[src/rtl/core/cpc_pkg.sv]
// Shared types and constants for the circle-versus-polygon collision block.
// Used by cpc_ctrl, cpc_datapath and circle_polygon_collision; no dependencies.
package cpc_pkg;

   // default table sizes
   localparam int MAX_POLYGONS_DEF = 128;
   localparam int MAX_VERTICES_DEF = 16;

   // field widths
   localparam int COORD_W  = 32;
   localparam int RADIUS_W = 25;

   // box minimum start value, 9999.0 in Q16.16
   localparam logic signed [COORD_W-1:0] BOX_MIN_START = 32'sd655294464;

   typedef enum logic [1:0] {
      ACT_VERTEX = 2'd0,
      ACT_CLOSE  = 2'd1,
      ACT_CLEAR  = 2'd2,
      ACT_QUERY  = 2'd3
   } action_type;

   typedef enum logic [1:0] {
      STAT_OK          = 2'd0,
      STAT_VERTEX_DROP = 2'd1,
      STAT_POLY_DROP   = 2'd2
   } status_type;

   // commands from the controller to the datapath
   typedef struct packed {
      logic load_vertex;
      logic close_poly;
      logic clear_table;
      logic query_start;
      logic meta_rd;
      logic poly_next;
      logic edge_reset;
      logic edge_issue;
   } cmd_type;

   // status from the datapath to the controller
   typedef struct packed {
      logic       poly_done;
      logic       poly_pass;
      logic       edge_last;
      logic       pipe_busy;
      logic       hit;
      status_type load_status;
   } stat_type;

endpackage

[src/rtl/core/cpc_ctrl.sv]
// Sequencer for the collision block: takes items, steps the query walk.
// Depends on cpc_pkg; drives cpc_datapath through cmd_type / stat_type.
module cpc_ctrl (
   input  logic               clock,
   input  logic               reset,
   input  logic               start,
   input  logic [1:0]         req_action,
   output logic               busy,
   output cpc_pkg::cmd_type   cmd,
   input  cpc_pkg::stat_type  stat,
   output logic               rsp_valid,
   output logic               rsp_collision,
   output logic [1:0]         rsp_status
);
   import cpc_pkg::*;

   typedef enum logic [2:0] {
      ST_IDLE,
      ST_META,
      ST_CHECK,
      ST_EDGE,
      ST_DRAIN
   } state_type;

   state_type  state_ff, state_in;
   logic       rsp_valid_ff, rsp_valid_in;
   logic       rsp_coll_ff, rsp_coll_in;
   status_type rsp_status_ff, rsp_status_in;
   logic       accept;

   assign busy   = (state_ff != ST_IDLE);
   assign accept = start && !busy;

   // next state, commands and result
   always_comb begin
      state_in      = state_ff;
      cmd           = '0;
      rsp_valid_in  = 1'b0;
      rsp_coll_in   = 1'b0;
      rsp_status_in = STAT_OK;
      unique case (state_ff)
         ST_IDLE: begin
            if (accept) begin
               unique case (action_type'(req_action))
                  ACT_VERTEX: begin
                     cmd.load_vertex = 1'b1;
                     rsp_valid_in    = 1'b1;
                     rsp_status_in   = stat.load_status;
                  end
                  ACT_CLOSE: begin
                     cmd.close_poly = 1'b1;
                     rsp_valid_in   = 1'b1;
                     rsp_status_in  = stat.load_status;
                  end
                  ACT_CLEAR: begin
                     cmd.clear_table = 1'b1;
                     rsp_valid_in    = 1'b1;
                  end
                  ACT_QUERY: begin
                     cmd.query_start = 1'b1;
                     state_in        = ST_META;
                  end
               endcase
            end
         end
         ST_META: begin
            if (stat.poly_done) begin
               state_in = ST_DRAIN;
            end else begin
               cmd.meta_rd = 1'b1;
               state_in    = ST_CHECK;
            end
         end
         ST_CHECK: begin
            if (stat.poly_pass) begin
               cmd.edge_reset = 1'b1;
               state_in       = ST_EDGE;
            end else begin
               cmd.poly_next = 1'b1;
               state_in      = ST_META;
            end
         end
         ST_EDGE: begin
            cmd.edge_issue = 1'b1;
            if (stat.edge_last) begin
               cmd.poly_next = 1'b1;
               state_in      = ST_META;
            end
         end
         ST_DRAIN: begin
            if (!stat.pipe_busy) begin
               rsp_valid_in = 1'b1;
               rsp_coll_in  = stat.hit;
               state_in     = ST_IDLE;
            end
         end
         default: state_in = ST_IDLE;
      endcase
   end

   // hold state and the result strobe
   always_ff @(posedge clock) begin
      if (reset) begin
         state_ff      <= ST_IDLE;
         rsp_valid_ff  <= 1'b0;
         rsp_coll_ff   <= 1'b0;
         rsp_status_ff <= STAT_OK;
      end else begin
         state_ff      <= state_in;
         rsp_valid_ff  <= rsp_valid_in;
         rsp_coll_ff   <= rsp_coll_in;
         rsp_status_ff <= rsp_status_in;
      end
   end

   assign rsp_valid     = rsp_valid_ff;
   assign rsp_collision = rsp_coll_ff;
   assign rsp_status    = rsp_status_ff;

   // a result always leaves the block back in idle
   a_rsp_idle: assert property (@(posedge clock) disable iff (reset)
      rsp_valid_ff |-> state_ff == ST_IDLE)
      else $error("result strobe outside idle");

   // a table update answers on the next cycle
   a_load_rsp: assert property (@(posedge clock) disable iff (reset)
      (accept && req_action != ACT_QUERY) |=> rsp_valid_ff)
      else $error("table update gave no result");

   // a query result carries ok status
   a_query_ok: assert property (@(posedge clock) disable iff (reset)
      (rsp_valid_ff && $past(state_ff == ST_DRAIN)) |-> rsp_status_ff == STAT_OK)
      else $error("query result with non-ok status");

endmodule

[config.mk]
export PLATFORM = sky130hd
export DESIGN_NAME = cpc_ctrl
export DESIGN_NICKNAME = d
export VERILOG_FILES = /design/src/rtl/core/cpc_pkg.sv /design/src/rtl/core/cpc_ctrl.sv
export SDC_FILE = /design/constraint.sdc
export NUM_CORES = 1
export LEC_CHECK = 0
export BUFFER_PORTS_ARGS = -buffer_cell sky130_fd_sc_hd__buf_4
export CORE_AREA = 5 5 42 44
export DETAILED_ROUTE_END_ITERATION = 8
export DIE_AREA = 0 0 47 49
export GPL_ROUTABILITY_DRIVEN = 0
export PLACE_DENSITY = 0.67
export SLEW_MARGIN = 20
export SYNTH_ARGS = -nofsm -noshare
export SYNTH_HDL_FRONTEND = slang
export SYNTH_SLANG_ARGS = --single-unit
[constraint.sdc]
create_clock -name clock -period 1.6 [get_ports clock]
set_input_delay 0.32 -clock clock [delete_from_list [all_inputs] [get_ports clock]]
set_output_delay 0.32 -clock clock [all_outputs]
set_load 0.02 [all_outputs]
; ---- Word level (Yosys, flattened, before mapping)
; Index checks and enable logic that the tools add are counted.
; W data, S select, Z words.
[totals]
ff_bits = 7
output_inout_bits = 13
elab_cells = 54
[classes]
n_eq_ne = 11
muxes = 25
bitwise_logic = 4
reduce_logical = 10
[ops]
columns = op, count
row1 = $mux W3, 5
row2 = $pmux W3 S5, 1
row3 = $mux W1, 14
row4 = $mux W4, 2
row5 = $eq A3 B2 Y1 const B, 2
row6 = $ne A2 B2 Y1 const B, 3
row7 = $reduce_or A3 Y1, 2
row8 = $eq A2 B2 Y1 const B, 2
row9 = $not A1 Y1, 4
row10 = $pmux W1 S2, 2
row11 = $reduce_and A4 Y1, 1
row12 = $reduce_or A4 Y1, 1
row13 = $eq A3 B1 Y1 const B, 1
row14 = $eq A3 B3 Y1 const B, 1
row15 = $logic_not A3 Y1, 1
row16 = $reduce_bool A3 Y1, 1
row17 = $eq A2 B1 Y1 const B, 1
row18 = $logic_not A2 Y1, 1
row19 = $mux W2, 1
row20 = $ne A2 B1 Y1 const B, 1
row21 = $reduce_or A2 Y1, 1
row22 = $logic_and A1 B1 Y1, 1
row23 = $logic_not A1 Y1, 1

; ---- Logic depth before layout (Yosys ltp)
[depth]
ltp_word = 5
ltp_mapped = 4
ltp_nobuf = 3

; ---- Least setup slack after synthesis
; No wires, ideal clock.
[synth_timing]
path_kind = register to output
start = register state_ff[2]
end = output port cmd[6] in the netlist's numbering
t_arrival_ps = 1488
required_ps = 1280
setup_slack_ps = -208
path_stages_with_launch = 4
cell_sequence = dfxtp_1 or4b_1 buf_2 nor3b_1
[synth_rtl]
columns = item, line_no
row1 = "start, declared", cpc_ctrl.sv:25  ; state_type state_ff, state_in;
row2 = "start signal, assigned", cpc_ctrl.sv:109  ; state_ff <= state_in;
row3 = "end, declared", cpc_ctrl.sv:9  ; output cpc_pkg::cmd_type cmd,

==> reports/results.txt <==
Latest clock arrival within the worst-skew pair: 0.25 ns. In the routed design, unresolved DRC markers number 0. The smallest clock period supported by the final layout is computed as 1.80 ns. The worst vdd rail ir drop is 0.259 mV. TritonCTS built the clock tree. The number of flops mapped to enable cells by yosys was 0. The endpoint identified for the worst register-to-register timing path is rsp_status[0]$_SDFF_PP0_.

The tools report the worst flop-to-flop path startpoint as state_ff[0]$_SDFFE_PP0P_. For the initial antenna violation count, the log shows 0. The mean cell area of the mapped netlist came out at 8.65 um2.

The first detailed-routing pass ran for 4 iterations. The HPWL after detailed placement is 876 um. After technology mapping, the gate count stands at 46. The clock passes through at most 2 buffers. For the worst setup path, the data arrival time is 1.48 ns.

The worst-case register-to-register setup slack was 0.13 ns; the area of all placed cells without fillers was 689 um2. At the pin with the least slew margin, the transition time is 0.278 ns. The run finished, with violations left. Count of cell types in the netlist: 25. The count of final max-slew check failures is 0, and the maximum number of pins on one net before global-route repair is 15. Setup violations remaining at the end of the flow were counted as 4.

Sorting the synthesized cells by area gives the leading types as sky130_fd_sc_hd__dfxtp_1 35%, sky130_fd_sc_hd__a211oi_1 5.7%, sky130_fd_sc_hd__nand3b_1 5.7%. The path class of the tightest hold or removal check is input port to flop. The synthesized design devotes to its leading area cell type 35.2% of total area.

The sequential area share after synthesis came out at 35.2%. Counting flops with an async set or reset pin after synthesis yields a share of 0%. Setup repair after global routing could not meet its margin everywhere. Most frequent cell after synthesis: sky130_fd_sc_hd__dfxtp_1. The worst hold path stage count is 2. The tree is rooted in a sky130_fd_sc_hd__clkbuf_4. The fraction of layout cells with a size suffix above 1 is 54.7%. The H-tree depth is 1, and the number of hold violations in the final report is 0. The worst setup path is captured at an output port. The final reports fail on setup timing. The run gives 0 as the number of diodes added for antenna fixing. The kind of cell with the highest combined delay along the critical path is simple AND/OR/NAND/NOR gates.

The number of placed instances, taps included is 86. The tools report the post-synthesis instance area as 398 um2. From bottom edge to top edge, the die measures 49 um. The x dimension of the die was 47 um. The buffering stage count on the worst path with inverters included was 1; the synthesis-stage register bit count was 7.

Dividing the detail-routed wire length by the instance count gives 12.6 um. Once detail routing completed, the nets flagged for antenna violations numbered 0. The number of global-route vias before repair is 407.

The tools report the die outline area as 2300 um2. The run gives 28.4% as the starting utilization of the core area. The depth of the most critical reg-to-reg path was 5. The biggest area contributor in the post-synthesis netlist is sky130_fd_sc_hd__dfxtp_1. The number of warning messages in the yosys log is 0. On the critical path, the stage with the largest delay is an instance of sky130_fd_sc_hd__or4b_4. Measured against its own limit, the worst slew margin works out to 81.4%. The critical path goes through or4b_4 > nor3b_4 > buf_6. The final wirelength came out at 1.14 mm.

Between clock sinks in the finished design, the worst skew comes to 0.00286 ns. Dividing the detail-routed via count by the number of cells gives 4.97. The relative area change from synthesis to final layout was 73.3%. The required time at the worst-slack endpoint came out at 1.28 ns.

At the end of the flow, the number of nets in the layout was 88. The final worst setup slack is -0.197 ns, and the achievable clock frequency is 0.557 GHz. The fill cell total of the finished layout was 138. The highest cell delay on the worst timing path was 0.58 ns.

The number of DRC markers after the initial detailed-route iteration was 7; the largest fanout on the critical path was 5. In the global route stage, overall resource usage came out at 9.80%. The final non-filler cell total is 91. The critical path is of the flop to output port type. The run gives 0 as the remaining global-route overflow.

Most instantiated flip-flop cell in the synthesis netlist: sky130_fd_sc_hd__dfxtp_1. The CTS sink count came out at 7. The power per unit of standard cell area is 774 nW/um2, and the CTS clock-pin slew for the worst setup and hold paths is 0.05 ns. The total vias in the final route is 452. For hold timing, the worst endpoint is rsp_status[0]$_SDFF_PP0_.

The total clock buffers created by CTS is 3, and the area of the core is 1400 um2. Dividing the final minimum period by the clock period gives 112%. The worst setup path is launched from a flop. The placed instances occupy a cell area of 634 um2. Across the run, the number of max-cap violations was 0.

The worst setup slack before clock tree synthesis came out at -0.0801 ns. Startpoint of the most critical hold path: stat[0]. The initialized floorplan defines 14 standard-cell rows.

Synthesis produced a netlist with a net count of 58. The static power due to leakage is 0.000309 uW, and the quantity of I/O buffers inserted on ports is 24. The wire length of the first global-routing pass is 1.68 mm, and the hold slack is 0.278 ns. The I/O pin count came out at 25.
-- worst max-delay path by stage --
stage	to	depth (start not counted)	from	slack, ns
3_5_place_dp	cmd[6]	4	start	-0.08
5_1_grt	cmd[6]	3	state_ff[0]$_SDFFE_PP0P_	-0.24
6_report	cmd[5]	3	state_ff[0]$_SDFFE_PP0P_	-0.20
4_1_cts	cmd[6]	3	state_ff[0]$_SDFFE_PP0P_	-0.20
3_3_place_gp	cmd[6]	4	start	-0.08
2_1_floorplan	cmd[6]	3	state_ff[2]$_SDFFE_PP0P_	-0.04
-- cell type report --
type | count | area, um2 | area share, %
Sequential cell | 7 | 141 | 20.5
Timing Repair Buffer | 29 | 225 | 32.7
Inverter | 1 | 3.75 | 0.544
Multi-Input combinational cell | 34 | 273 | 39.6
Tap cell | 16 | 20.0 | 2.90
Clock buffer | 4 | 26.3 | 3.81
-- stage by stage --
step / util, % / setup TNS [ns] / total power, uW
detailed placement: 45.3 / -0.171 / 364
global placement: 45.3 / -0.163 / 362
finish: 49.2 / -0.673 / 533
global route: 49.2 / -0.834 / 557
floorplan: - / -0.0385 / 288
CTS: 48.2 / -0.735 / 533
-- routing by layer --
metal / vias up / track usage (%) / share of wire, %
met3: 0 / 3.69 / 11
met5: - / 0 / 0
met1: 205 / 11.7 / 41
met2: 18 / 15.2 / 48
met4: 0 / 4.15 / 0
li1: 229 / - / -
-- where the power goes --
group          internal, uW  switching, uW  leakage [uW]
sequential              185           4.58     0.0000574
combinational          94.2           90.3      0.000236
clock                  95.1           64.4     0.0000150
-- cells in the final DEF (no fill, tap or decap), types with 2 or more instances in the layout --
| master | n |
|---|---|
| sky130_fd_sc_hd__a211oi_1 | 3 |
| sky130_fd_sc_hd__a21oi_1 | 2 |
| sky130_fd_sc_hd__and2_1 | 2 |
| sky130_fd_sc_hd__buf_4 | 27 |
| sky130_fd_sc_hd__buf_6 | 2 |
| sky130_fd_sc_hd__clkbuf_4 | 3 |
| sky130_fd_sc_hd__dfxtp_1 | 6 |
| sky130_fd_sc_hd__nand2_1 | 2 |
| sky130_fd_sc_hd__nand3b_1 | 3 |
| sky130_fd_sc_hd__nor2_1 | 3 |
| sky130_fd_sc_hd__nor3_1 | 2 |
| sky130_fd_sc_hd__nor3_2 | 2 |
| sky130_fd_sc_hd__nor4_1 | 2 |
-- logic make-up (layout without fill, tap and decap cells) --
group	Yosys count	in the layout	share of synthesized area, %
DFF	7	7	35.2
AOI/OAI and AO/OA	9	9	16.0
and+or+nand+nor	25	25	42.5
buffers and inverters	5	34	6.29
-- registers in the layout, summed over array words and instances (netlist names) --
signal	cells
state_ff	3
rsp_collision	1
rsp_status	2
rsp_valid	1
-- timing repair --
action | in CTS | in global routing
setup buffers | 1 | 0
gates resized for setup | 2 | 3
hold buffers | 0 | 0
setup endpoints to repair | 4 | 6
pin swaps | 3 | 1
No activity file was read; power rests on OpenSTA's default activity.
